### config.mk
export PLATFORM = sky130hd
export DESIGN_NAME = matrix_determinant_cofactor
export DESIGN_NICKNAME = d
export VERILOG_FILES = /design/src/rtl/core/mdc_pkg.sv /design/src/rtl/core/matrix_determinant_cofactor.sv /design/src/rtl/core/mdc_front.sv /design/src/rtl/core/mdc_queue.sv /design/src/rtl/core/mdc_back.sv
export SDC_FILE = /design/constraint.sdc
export NUM_CORES = 2
export LEC_CHECK = 0
export BUFFER_PORTS_ARGS = -buffer_cell sky130_fd_sc_hd__buf_2
export CAP_MARGIN = 10
export CORE_AREA = 2 2 547 684
export DETAILED_ROUTE_END_ITERATION = 16
export DIE_AREA = 0 0 549 686
export HOLD_SLACK_MARGIN = 0.15
export PLACE_DENSITY = 0.45
export SYNTH_ARGS = -nofsm -noshare
export SYNTH_HDL_FRONTEND = slang
export SYNTH_HIERARCHICAL = 1
export SYNTH_SLANG_ARGS = --single-unit
### constraint.sdc
create_clock -name clk -period 19.6 [get_ports clk]
set_input_delay 0 -clock clk [delete_from_list [all_inputs] [get_ports clk]]
set_output_delay 0 -clock clk [all_outputs]
set_load 0.05 [all_outputs]
### src/rtl/core/mdc_pkg.sv
// Shared constants and types for the cofactor determinant block.
package mdc_pkg;
  localparam int MaxSize = 4;
  localparam int ElemW = 12;
  localparam int DetW = 50;
  localparam int CfgW = 3;
  localparam int IdxW = 4;
  localparam int CntW = 5;
  localparam int QDepth = 2;

  typedef logic signed [ElemW-1:0] elem_t;
  typedef logic signed [DetW-1:0] det_t;

  // One loaded matrix handed from the front to the back.
  typedef struct packed {
    logic [2:0] size;
    elem_t [15:0] m;
  } job_t;

  typedef enum logic [1:0] {
    BK_IDLE,
    BK_MINOR,
    BK_TOP,
    BK_DONE
  } bk_state_t;

  // Clamp the size register to 1..MaxSize.
  function automatic logic [2:0] eff_size(input logic [CfgW-1:0] s);
    logic [2:0] n;
    n = s;
    if (n == 3'd0) n = 3'd1;
    if (n > 3'(MaxSize)) n = 3'(MaxSize);
    return n;
  endfunction
endpackage

### src/rtl/core/matrix_determinant_cofactor.sv
// Top level: cofactor determinant with a loading front end and a compute back end.
// Elements are taken one per cycle, except that the last element of a matrix is
// held back while the two-deep matrix queue is full. The back end, built on one
// shared multiplier, takes a new matrix only once the last one's word is registered.
// Synchronous active-high reset; matrix_size resets to 4 and the load count to zero.
module matrix_determinant_cofactor import mdc_pkg::*; (
  input  logic            clk,
  input  logic            rst,
  input  logic            push,
  output logic            full,
  input  elem_t           element_value,
  input  logic            cfg_valid,
  output logic            cfg_ready,
  input  logic [CfgW-1:0] cfg_data,
  output logic            empty,
  input  logic            pop,
  output det_t            determinant_value
);
  logic fv, fr, bv, br;
  job_t fj, bj;

  assign cfg_ready = 1'b1;

  mdc_front u_front (
    .clk(clk), .rst(rst), .push(push), .full(full), .element_value(element_value),
    .cfg_wr(cfg_valid), .cfg_data(cfg_data),
    .job_valid(fv), .job_ready(fr), .job(fj)
  );
  mdc_queue u_queue (
    .clk(clk), .rst(rst), .in_valid(fv), .in_ready(fr), .in_job(fj),
    .out_valid(bv), .out_ready(br), .out_job(bj)
  );
  mdc_back u_back (
    .clk(clk), .rst(rst), .job_valid(bv), .job_ready(br), .job(bj),
    .empty(empty), .pop(pop), .determinant_value(determinant_value)
  );
endmodule

### src/rtl/core/mdc_front.sv
// Front end: collects elements into a matrix and hands complete matrices on.
module mdc_front import mdc_pkg::*; (
  input  logic            clk,
  input  logic            rst,
  input  logic            push,
  output logic            full,
  input  elem_t           element_value,
  input  logic            cfg_wr,
  input  logic [CfgW-1:0] cfg_data,
  output logic            job_valid,
  input  logic            job_ready,
  output job_t            job
);
  logic [CfgW-1:0] size_reg;
  logic [CntW-1:0] load_count;
  elem_t [15:0] mat;
  logic [2:0] n;
  logic [CntW-1:0] total;
  logic last;
  logic take;

  assign n = eff_size(size_reg);
  assign total = CntW'(n) * CntW'(n);
  assign last = (load_count + CntW'(1)) == total;
  // Holding the last element back while the queue is full keeps the matrix intact.
  assign full = last && !job_ready;
  assign take = push && !full;
  assign job_valid = take && last;
  always_comb begin
    job.size = n;
    job.m = mat;
    job.m[load_count[IdxW-1:0]] = element_value;
  end

  always_ff @(posedge clk) begin
    if (rst) begin
      size_reg <= CfgW'(MaxSize);
      load_count <= '0;
    end else if (cfg_wr) begin
      size_reg <= cfg_data;
      load_count <= '0;
    end else if (take) begin
      load_count <= last ? '0 : load_count + CntW'(1);
    end
    if (take) mat[load_count[IdxW-1:0]] <= element_value;
  end
endmodule

### src/rtl/core/mdc_queue.sv
// Short queue of loaded matrices between front and back.
module mdc_queue import mdc_pkg::*; (
  input  logic clk,
  input  logic rst,
  input  logic in_valid,
  output logic in_ready,
  input  job_t in_job,
  output logic out_valid,
  input  logic out_ready,
  output job_t out_job
);
  job_t slots [QDepth];
  logic wp, rp;
  logic [1:0] cnt;
  logic wr, rd;

  assign in_ready = cnt != 2'(QDepth);
  assign out_valid = cnt != 2'd0;
  assign out_job = slots[rp];
  assign wr = in_valid && in_ready;
  assign rd = out_valid && out_ready;

  always_ff @(posedge clk) begin
    if (rst) begin
      wp <= 1'b0;
      rp <= 1'b0;
      cnt <= '0;
    end else begin
      if (wr) wp <= ~wp;
      if (rd) rp <= ~rp;
      cnt <= cnt + 2'(wr) - 2'(rd);
    end
    if (wr) slots[wp] <= in_job;
  end
endmodule

### src/rtl/core/mdc_back.sv
// Back end: cofactor expansion on one shared multiplier, plus a result register.
module mdc_back import mdc_pkg::*; (
  input  logic clk,
  input  logic rst,
  input  logic job_valid,
  output logic job_ready,
  input  job_t job,
  output logic empty,
  input  logic pop,
  output det_t determinant_value
);
  bk_state_t state, state_next;
  job_t cur;
  // 2x2 minors of the bottom rows, indexed by column pair; 3x3 minors by dropped column.
  logic signed [24:0] m2 [6];
  logic signed [37:0] m3 [4];
  logic [3:0] step, step_next;
  det_t acc, acc_next;
  logic signed [DetW-1:0] prod;
  logic signed [37:0] mul_b;
  elem_t mul_a;
  logic out_full;
  logic load_job;
  logic [2:0] n;
  logic [1:0] r2, r3;
  logic [1:0] ca [6];
  logic [1:0] cb [6];

  assign ca = '{2'd0, 2'd0, 2'd0, 2'd1, 2'd1, 2'd2};
  assign cb = '{2'd1, 2'd2, 2'd3, 2'd2, 2'd3, 2'd3};
  assign n = cur.size;
  assign empty = !out_full;
  assign job_ready = state == BK_IDLE;
  assign load_job = job_valid && job_ready;
  // Row of the lower 2x2 minors and of the 3x3 row used.
  assign r2 = 2'(n - 3'd2);
  assign r3 = 2'(n - 3'd3);

  function automatic elem_t el(input job_t j, input logic [1:0] r, input logic [1:0] c);
    return j.m[4'(r) * 4'(j.size) + 4'(c)];
  endfunction

  function automatic logic [2:0] pidx(input logic [1:0] a, input logic [1:0] b);
    logic [2:0] r;
    case ({a, b})
      4'b0001: r = 3'd0;
      4'b0010: r = 3'd1;
      4'b0011: r = 3'd2;
      4'b0110: r = 3'd3;
      4'b0111: r = 3'd4;
      4'b1011: r = 3'd5;
      default: r = 3'd0;
    endcase
    return r;
  endfunction

  // One multiply per cycle. Minor phase: steps 0..11 build the six 2x2 minors of
  // the bottom two rows (two products each). Top phase for n=4: four groups of four
  // steps, each building one 3x3 minor and adding its first-row term; for n=3, three steps.
  logic [2:0] pi;
  logic half;
  always_comb begin
    pi = step[3:1];
    half = step[0];
    mul_a = '0;
    mul_b = '0;
    if (pi < 3'd6) begin
      if (!half) begin
        mul_a = el(cur, r2, ca[pi]);
        mul_b = 38'(el(cur, 2'(r2 + 2'd1), cb[pi]));
      end else begin
        mul_a = el(cur, 2'(r2 + 2'd1), ca[pi]);
        mul_b = 38'(el(cur, r2, cb[pi]));
      end
    end
  end

  // 3x3 minor via three products, computed in the top phase sequencer.
  logic [1:0] tc, tj;
  logic [1:0] oc [3];
  logic [2:0] p_idx;
  logic signed [DetW-1:0] tprod;
  elem_t ta;
  logic signed [37:0] tb;
  logic [1:0] dropc;
  always_comb begin
    // step: [3:2] outer column (n=4), [1:0] inner index
    tc = step[3:2];
    tj = step[1:0];
    dropc = tc;
    oc[0] = (dropc == 2'd0) ? 2'd1 : 2'd0;
    oc[1] = (dropc <= 2'd1) ? 2'd2 : 2'd1;
    oc[2] = (dropc <= 2'd2) ? 2'd3 : 2'd2;
    ta = '0;
    tb = '0;
    p_idx = '0;
    if (n == 3'd4) begin
      if (tj < 2'd3) begin
        ta = el(cur, 2'd1, oc[tj]);
        // pair of the two remaining columns
        case (tj)
          2'd0: p_idx = pidx(oc[1], oc[2]);
          2'd1: p_idx = pidx(oc[0], oc[2]);
          2'd2: p_idx = pidx(oc[0], oc[1]);
          default: p_idx = '0;
        endcase
        tb = 38'(m2[p_idx]);
      end else begin
        ta = el(cur, 2'd0, tc);
        tb = m3[tc];
      end
    end else if (n == 3'd3) begin
      ta = el(cur, r3, tc);
      case (tc)
        2'd0: p_idx = 3'd3;
        2'd1: p_idx = 3'd1;
        default: p_idx = 3'd0;
      endcase
      tb = 38'(m2[p_idx]);
    end
  end

  // The minor phase and the top phase share the one multiplier.
  elem_t op_a;
  logic signed [37:0] op_b;
  assign op_a = (state == BK_TOP) ? ta : mul_a;
  assign op_b = (state == BK_TOP) ? tb : mul_b;
  assign prod = DetW'(op_a) * DetW'(op_b);
  assign tprod = prod;

  logic [1:0] m3_idx;
  logic m3_wr, m3_clr;
  always_comb begin
    state_next = state;
    step_next = step;
    acc_next = acc;
    m3_wr = 1'b0;
    m3_clr = 1'b0;
    m3_idx = tc;
    case (state)
      BK_IDLE: begin
        if (load_job) begin
          state_next = BK_MINOR;
          step_next = '0;
        end
      end
      BK_MINOR: begin
        if (n == 3'd1) begin
          acc_next = DetW'(el(cur, 2'd0, 2'd0));
          state_next = BK_DONE;
        end else if (n == 3'd2) begin
          // only pair 0 matters
          if (step == 4'd1) begin
            acc_next = DetW'(m2[0]) - prod;
            state_next = BK_DONE;
          end
          step_next = step + 4'd1;
        end else begin
          if (step == 4'd11) begin
            state_next = BK_TOP;
            step_next = '0;
            acc_next = '0;
            m3_clr = 1'b1;
          end else begin
            step_next = step + 4'd1;
          end
        end
      end
      BK_TOP: begin
        if (n == 3'd3) begin
          // alternating signs on the first row
          if (tc == 2'd1) acc_next = acc - tprod;
          else acc_next = acc + tprod;
          if (tc == 2'd2) state_next = BK_DONE;
          else step_next = {step[3:2] + 2'd1, 2'b00};
          // tc walks via step[3:2]
          step_next[1:0] = 2'b00;
        end else begin
          if (tj < 2'd3) begin
            m3_wr = 1'b1;
          end else begin
            if (tc[0]) acc_next = acc - tprod;
            else acc_next = acc + tprod;
            if (tc == 2'd3) state_next = BK_DONE;
          end
          step_next = step + 4'd1;
        end
      end
      BK_DONE: begin
        if (!out_full || pop) state_next = BK_IDLE;
      end
      default: state_next = BK_IDLE;
    endcase
  end

  always_ff @(posedge clk) begin
    if (rst) begin
      state <= BK_IDLE;
      out_full <= 1'b0;
    end else begin
      state <= state_next;
      if (state == BK_DONE && (!out_full || pop)) out_full <= 1'b1;
      else if (pop && out_full) out_full <= 1'b0;
    end
    step <= step_next;
    acc <= acc_next;
    if (load_job) cur <= job;
    if (state == BK_DONE && (!out_full || pop)) determinant_value <= acc;
    if (state == BK_MINOR && pi < 3'd6) begin
      if (!half) m2[pi] <= 25'(prod);
      else m2[pi] <= m2[pi] - 25'(prod);
    end
    if (m3_clr) begin
      for (int i = 0; i < 4; i++) m3[i] <= '0;
    end else if (m3_wr) begin
      if (tj == 2'd1) m3[m3_idx] <= m3[m3_idx] - 38'(tprod);
      else m3[m3_idx] <= m3[m3_idx] + 38'(tprod);
    end
  end
endmodule
==> Word level (Yosys, flattened, before mapping) <==
Memories as Yosys holds them, arrays and structs flattened. A register that Yosys moved wholly into a read port is not among the register bits.
Index checks and enable logic that the tools add are counted.
{ "totals": {"romBits": 32, "word_cells": 257, "mem_count": 5, "ff_bits": 311, "input_bits": 20, "output_inout_bits": 53, "ramBits": 692} }
{ "classes": {"n_mul": 5, "magnitude_cmp": 16, "n_eq_ne": 40, "reduce_logical": 27, "addsub": 20, "bitwise_logic": 6, "muxes": 111} }
{ "memory_table": {"columns": ["name", "depth", "word_bits", "rd", "rd_clocked_by_memory_dff", "write_ports", "line_no", "text"], "rows": [
  ["u_queue.slots", 2, 195, 1, 1, 1, "mdc_queue.sv:12", "job_t slots [QDepth];"],
  ["u_back.m3", 4, 38, 1, 1, 4, "mdc_back.sv:16", "logic signed [37:0] m3 [4];"],
  ["u_back.m2", 6, 25, 4, 0, 1, "mdc_back.sv:15", "logic signed [24:0] m2 [6];"],
  ["(name not given)", 8, 2, 1, 0, 0, "mdc_back.sv:72", "mul_a = el(cur, 2'(r2 + 2'd1), ca[pi]);"],
  ["(name not given)", 8, 2, 1, 0, 0, "mdc_back.sv:70", "mul_b = 38'(el(cur, 2'(r2 + 2'd1), cb[pi]));"]
]} }
{ "ops": {"columns": ["operator", "n"], "rows": [
  ["$mux 50", 8],
  ["$mux 38", 8],
  ["$bmux 12 s4", 6],
  ["$bwmux 192", 1],
  ["$mux 12", 14],
  ["$pmux 50 s2", 1],
  ["$add 50x50->50", 1],
  ["$mul 12x38->50", 1],
  ["$sub 25x50->50", 1],
  ["$sub 50x50->50", 1],
  ["$demux 12 s4", 1],
  ["$pmux 3 s5", 3],
  ["$add 38x38->38", 1],
  ["$mux 2", 19],
  ["$reduce_or 38->1", 1],
  ["$sub 38x38->38", 1],
  ["$lt 4x5->1 const B", 7],
  ["$mux 1", 30],
  ["$mux 25", 1],
  ["$sub 25x25->25", 1],
  ["$bmux 12 s2", 1],
  ["$eq 4x2->1 const B", 6],
  ["$eq 4x3->1 const B", 6],
  ["$mux 4", 6],
  ["other kinds (54)", 99]
]} }

==> Logic depth before layout (Yosys ltp) <==
{ "depth": {"ltp_word": 17, "mapped_depth": 64} }

==> Modules after synthesis <==
Netlist, hierarchy kept.
{ "by_module_without_submodules": {"columns": ["mod", "seq_area_each_um2", "area_per_inst_um2", "cells_each", "instances"], "rows": [
  ["mdc_back", 18147.4, 61199.9, 5771, 1],
  ["mdc_queue", 11811.3, 14920.6, 631, 1],
  ["mdc_front", 5925.7, 8665.8, 496, 1],
  ["matrix_determinant_cofactor", 0.0, 11.3, 2, 1]
]} }

==> Worst setup path before layout <==
No wires, ideal clock.
{ "synth_timing": {"path_kind": "register to register", "from": "register u_back.step[3]", "to": "register u_back.acc[44] (data pin)", "period_less_slack_ns": 14.357, "n_path_buf": 11, "required_time_ns": 19.330, "t_arrival_ns": 14.086, "stages_incl_launch_ff": 59, "path_slack_ns": 5.243, "cell_sequence": "edfxtp_1 > buf_1 > clkbuf_1 > inv_2 > buf_1 > ha_1 > clkbuf_1 > clkbuf_1 > clkbuf_1 > nand2_1 > o21ai_0 > nand2_1 > o31ai_1 > ha_1 > inv_1 > fa_1 > buf_1 > clkbuf_1 > (+23 left out) > nand2b_1 > xor2_1 > inv_1 > ha_1 > clkbuf_1 > nand3_1 > nor3_1 > nand2_1 > a2111oi_0 > a211oi_1 > nor2_1 > a221oi_1 > maj3_1 > o21a_1 > o31ai_1 > xor2_1 > a211oi_1 > a21oi_1"} }
{ "synth_between": {"elab_chain_cells": 17, "elab_cells_between_ends": 87, "cone_classes": "add/sub (9); mul (1); order compare (3); eq/ne (16); mux (53); bitwise (1); reduce/logical (1); memory (3)"} }
{ "synth_lines": {"columns": ["item", "line_no", "text"], "rows": [
  ["from (decl)", "mdc_back.sv:17", "logic [3:0] step, step_next;"],
  ["from (signal assigned)", "mdc_back.sv:205", "step <= step_next;"],
  ["$le 2x2->1 (tied with other cells)", "mdc_back.sv:93", "oc[2] = (dropc <= 2'd2) ? 2'd3 : 2'd2;"],
  ["$mux 1 (tied with other cells)", "mdc_back.sv:93", null],
  ["$bmux 2 s2 (tied with other cells)", "mdc_back.sv:99", "ta = el(cur, 2'd1, oc[tj]);"],
  ["$mux 2 (not written as such) or $pmux 3 s5 (tied branches)", "mdc_back.sv:99, mdc_back.sv:45", null],
  ["$mux 2 (not written as such) or $pmux 3 s3 (tied branches)", "mdc_back.sv:99, mdc_back.sv:101", null],
  ["$add 3x2->4 or $mux 3 (tied branches)", "mdc_back.sv:40, mdc_back.sv:98", null],
  ["$bmux 12 s4 or $mux 3 (tied branches)", "mdc_back.sv:40, mdc_back.sv:97", null],
  ["$mux 12 (not written as such) or $mem_v2 6x25 (tied branches)", null, null],
  ["(+2 left out)", null, null],
  ["$mux 12 or $mux 38 (tied branches)", "mdc_back.sv:126, mdc_back.sv:127", null],
  ["$mul 12x38->50", "mdc_back.sv:128", "assign prod = DetW'(op_a) * DetW'(op_b);"],
  ["$add 50x50->50 (tied with other cells)", "mdc_back.sv:173, mdc_back.sv:183", null],
  ["$mux 50 (on tied branches)", "mdc_back.sv:182, mdc_back.sv:153", null],
  ["$mux 50 (on tied branches)", "mdc_back.sv:179, mdc_back.sv:151", null],
  ["$mux 50 (on tied branches)", "mdc_back.sv:170, mdc_back.sv:148", null],
  ["$pmux 50 s2 (*)", "mdc_back.sv:140", "case (state)"],
  ["via u_back.acc_next[44]", "mdc_back.sv:18", "det_t acc, acc_next;"],
  ["to (signal assigned)", "mdc_back.sv:206", "acc <= acc_next;"],
  ["to (decl)", "mdc_back.sv:18", null]
]} }
The timed path passes the listed nets; every way through them passes the cells marked *. The select of a mux whose other input is x is not followed.
A chain may end at the register's enable or synchronous reset.

==> Worst setup path in the final report <==
{ "layout_timing": {"from": "register u_back.step[3]", "to": "register u_back.acc[43] (data pin)"} }
The elaborated chain is that of the path after synthesis.

==> out/metrics.yaml <==
status:
  outcome: "completed"
drt:
  wl_met2_mm: 138
  route.final.wire_length_mm: 274
  initialDrtViolationCount: 4329
  met1_length_mm: 112
  route.met3.wl_mm: 11.7
  maxUsedRoutingLayer: "met4"
  routed-via-count: 56963
  vias_per_cell: 4.77
  drc: 0
  drtAntennaViolNets: 0
  route.detailed.wl_per_inst_um: 22.9
  first_pass_iters: 6
cells_and_area:
  areaGrowthSynthToFinish_pct: 13.8
  stdcell_count: 11933
  final_layout_size_suffix_gt1_share_pct: 19.5
  largest_register_ff_count: 390
  largest_register: "u_queue/slots"
  design_area_um2: 96500
  numnets_final: 7686
  finish.utilization_pct: 26.0
die:
  die_h_um: 686
  floorplan.die_area_um2: 377000
  top_level_ports: 73
  number_of_placement_rows: 250
  floorplan_die_width_um: 549
  core_area_um2: 370000
  starting_density_of_the_core_pct: 22.9
grt:
  grt_pass1_wl_mm: 405
  pin_count_of_the_biggest_net_entering_global_routing: 125
  via_count_of_the_first_global_routing_pass: 60109
  initial_antenna_violation_count: 5
  grt.total_usage_pct: 14.2
  globalRoute.totalOverflow: 0
timing:
  worst_pin_slew_ps: 1250
  timing.final.setup_violations: 0
  totalNegativeSetupSlack_ps: 0
  rsz0062_at_grt: "no"
  max-slew-margin-rel_pct: 16.8
  fin_worst_skew_ps: 77.2
  fmax_mhz: 63.5
  maxSlewViolCount: 0
  post-route-min-period_ps: 15760
  period_share_pct: 80.4
  finalHoldViolCount: 0
clocking:
  post_cts_buffers: 0
  tritoncts_clock_tree: "built"
  tritoncts_num_sinks: 1201
  clock_insertion_delay_worst_skew_ps: 860
  cts-root-to-sink-buffers: 4
  clock_tree.htree_level_count: 4
  clk_root_buffer_cell: "clkbuf_16"
  clock_pin_slew_reported_for_the_worst_setup_and_hold_paths_after_clock_tree_synthesis_ps: 60
  clock_buffer_count_from_cts: 149
synthesis:
  synthesis.area_per_instance_um2: 12.3
  combined_area_of_all_synthesized_cells_um2: 84800
  synth_most_common_cell: "edfxtp_1"
  postSynth.topFlopCell: "edfxtp_1"
  synth_common_cells: "1183 x edfxtp_1, 640 x nand2_1, 592 x inv_1"
  synthesis.nets: 7679
  synth.ff_latch_count: 1201
  async_flop_share_pct: 0
  synth.yosys.warnings: 6
  count_of_flip_flops_with_a_built_in_enable_after_synthesis: 1183
  synth_cell_types: 91
  synth.top_cell.area_share_pct: 41.9
  synthCells: 6900
  synth.top_cells.by_area: "edfxtp_1 42%, mux4_2 11%, fa_1 9.6%, ha_1 5.2%, mux2_2 3.2%"
  ys_seq_area_share_pct: 42.3
  synth.largest_area_cell: "edfxtp_1"
setup_path:
  timing.critical_path.arrival_ps: 16350
  launching_instance_or_port_of_the_critical_path: "u_back/step[3]"
  setup.worst_path.class: "reg2reg"
  reg2reg_slack_ps: 3840
  r2r-end: "u_back/acc[43]"
  setup.worst_path.end: "u_back/acc[43]"
  worstPathMaxFanout: 58
  worst_setup_path_end_kind: "flip-flop"
  timing.critical_path.from_type: "flip-flop"
  cpMostUsedCell: "fa_1"
  cpMaxStageDelayCell: "fa_2"
  r2r.worst_path.cells: 47
  crit-reg2reg-launch: "u_back/step[3]"
  worst-endpoint-required_ps: 20190
  cpPeakStageDelay_ps: 1060
placement:
  dpl.hpwl_mm: 193
  placed_cell_area_um2: 91300
  globalplace.congestion: 0.850
  buffer_ports.inserted: 71
  numPlacedInstances: 11636
min_path:
  hold_class: "in2reg"
run:
  cap_violations: 0
==> worst max-delay path, delay by kind of cell (launching register included) <==
| family | cells | cell delay (ps) |
|---|---|---|
| fa+ha+maj | 11 | 5290 |
| compound gates | 15 | 3860 |
| buf+inv | 8 | 2070 |
| simple gates | 8 | 1630 |
| mux | 3 | 1140 |
| xor+xnor | 2 | 1060 |
| flops | 1 | 410 |
==> layout by cell type, fill, tap and decap left out, types with 22 or more instances in the layout <==
master | synthesis | final
a21oi_1 | 385 | 383
nor2_1 | 403 | 399
dlygate4sd3_1 | 0 | 34
mux2_4 | 150 | 150
clkinv_2 | 0 | 31
a21o_1 | 110 | 110
mux2i_1 | 114 | 114
and3_1 | 91 | 90
a211oi_1 | 74 | 74
and2_1 | 139 | 134
buf_2 | 21 | 72
o31ai_1 | 25 | 24
nor2b_1 | 62 | 58
xnor2_1 | 173 | 169
fa_1 | 407 | 404
nor3_1 | 45 | 45
clkbuf_1 | 309 | 23
o21ai_0 | 229 | 214
edfxtp_1 | 1183 | 1183
nand4_1 | 22 | 22
inv_1 | 592 | 592
a311oi_1 | 28 | 28
xor2_1 | 72 | 69
clkbuf_16 | 0 | 151
mux2_2 | 240 | 240
a31oi_1 | 55 | 55
nand3_1 | 65 | 64
mux4_2 | 421 | 421
o21a_1 | 25 | 25
o21bai_1 | 32 | 32
ha_1 | 352 | 342
nand2_1 | 640 | 631
buf_4 | 1 | 167
nand2b_1 | 37 | 37
==> routing by layer <==
metal	vias to the layer above	track usage [%]
met3	447	1.74
met2	1678	25.3
li1	25241	-
met5	-	0
met4	0	5.42
met1	29597	17.5
==> worst min-delay path by stage <==
stage / start / to / slack (ps) / cells after the start
after floorplan: rst / u_queue/cnt[0] / 70 / 1
after CTS: pop / u_back/out_full / 160 / 5
after global routing: pop / u_back/out_full / 210 / 5
after global placement: cfg_data[2] / u_front/size_reg[2] / 200 / 2
final: pop / u_back/out_full / 190 / 5
after detailed placement: cfg_data[2] / u_front/size_reg[2] / 210 / 2
==> final cells by class <==
cell class	instances	area, µm²
antenna	3	7.51
clock buffer	174	3860
clock inverter	86	940
fill	38614	274000
inverter	598	2250
multi-input combinational	4683	45400
sequential	1201	35900
tap	4914	6150
timing repair buffer	274	1970
==> cells by family after synthesis <==
kind of cell    synth area share [%]
compound gates                  8.75
xor+xnor                        2.55
fa+ha+maj                       14.8
buf+inv                         4.69
flops                           42.3
mux                             18.4
other cells                  0.00442
simple gates                    8.49
==> per-stage QoR <==
step / setup slack, ps / hold slack [ps]
final: 3840 / 193
after global placement: 3250 / 203
after detailed placement: 4030 / 213
after global routing: 3240 / 208
after floorplan: 5240 / 71.6
after CTS: 3990 / 164
==> timing repair <==
item | 4_1_cts | 5_1_grt
resized for setup | 0 | 0
endpoints found under the hold margin | 728 | 0
hold buffers | 34 | 0
Power is left out: the tool's default activity adds up to more than one toggle a clock period on the data nets, which glitch-free logic cannot reach.
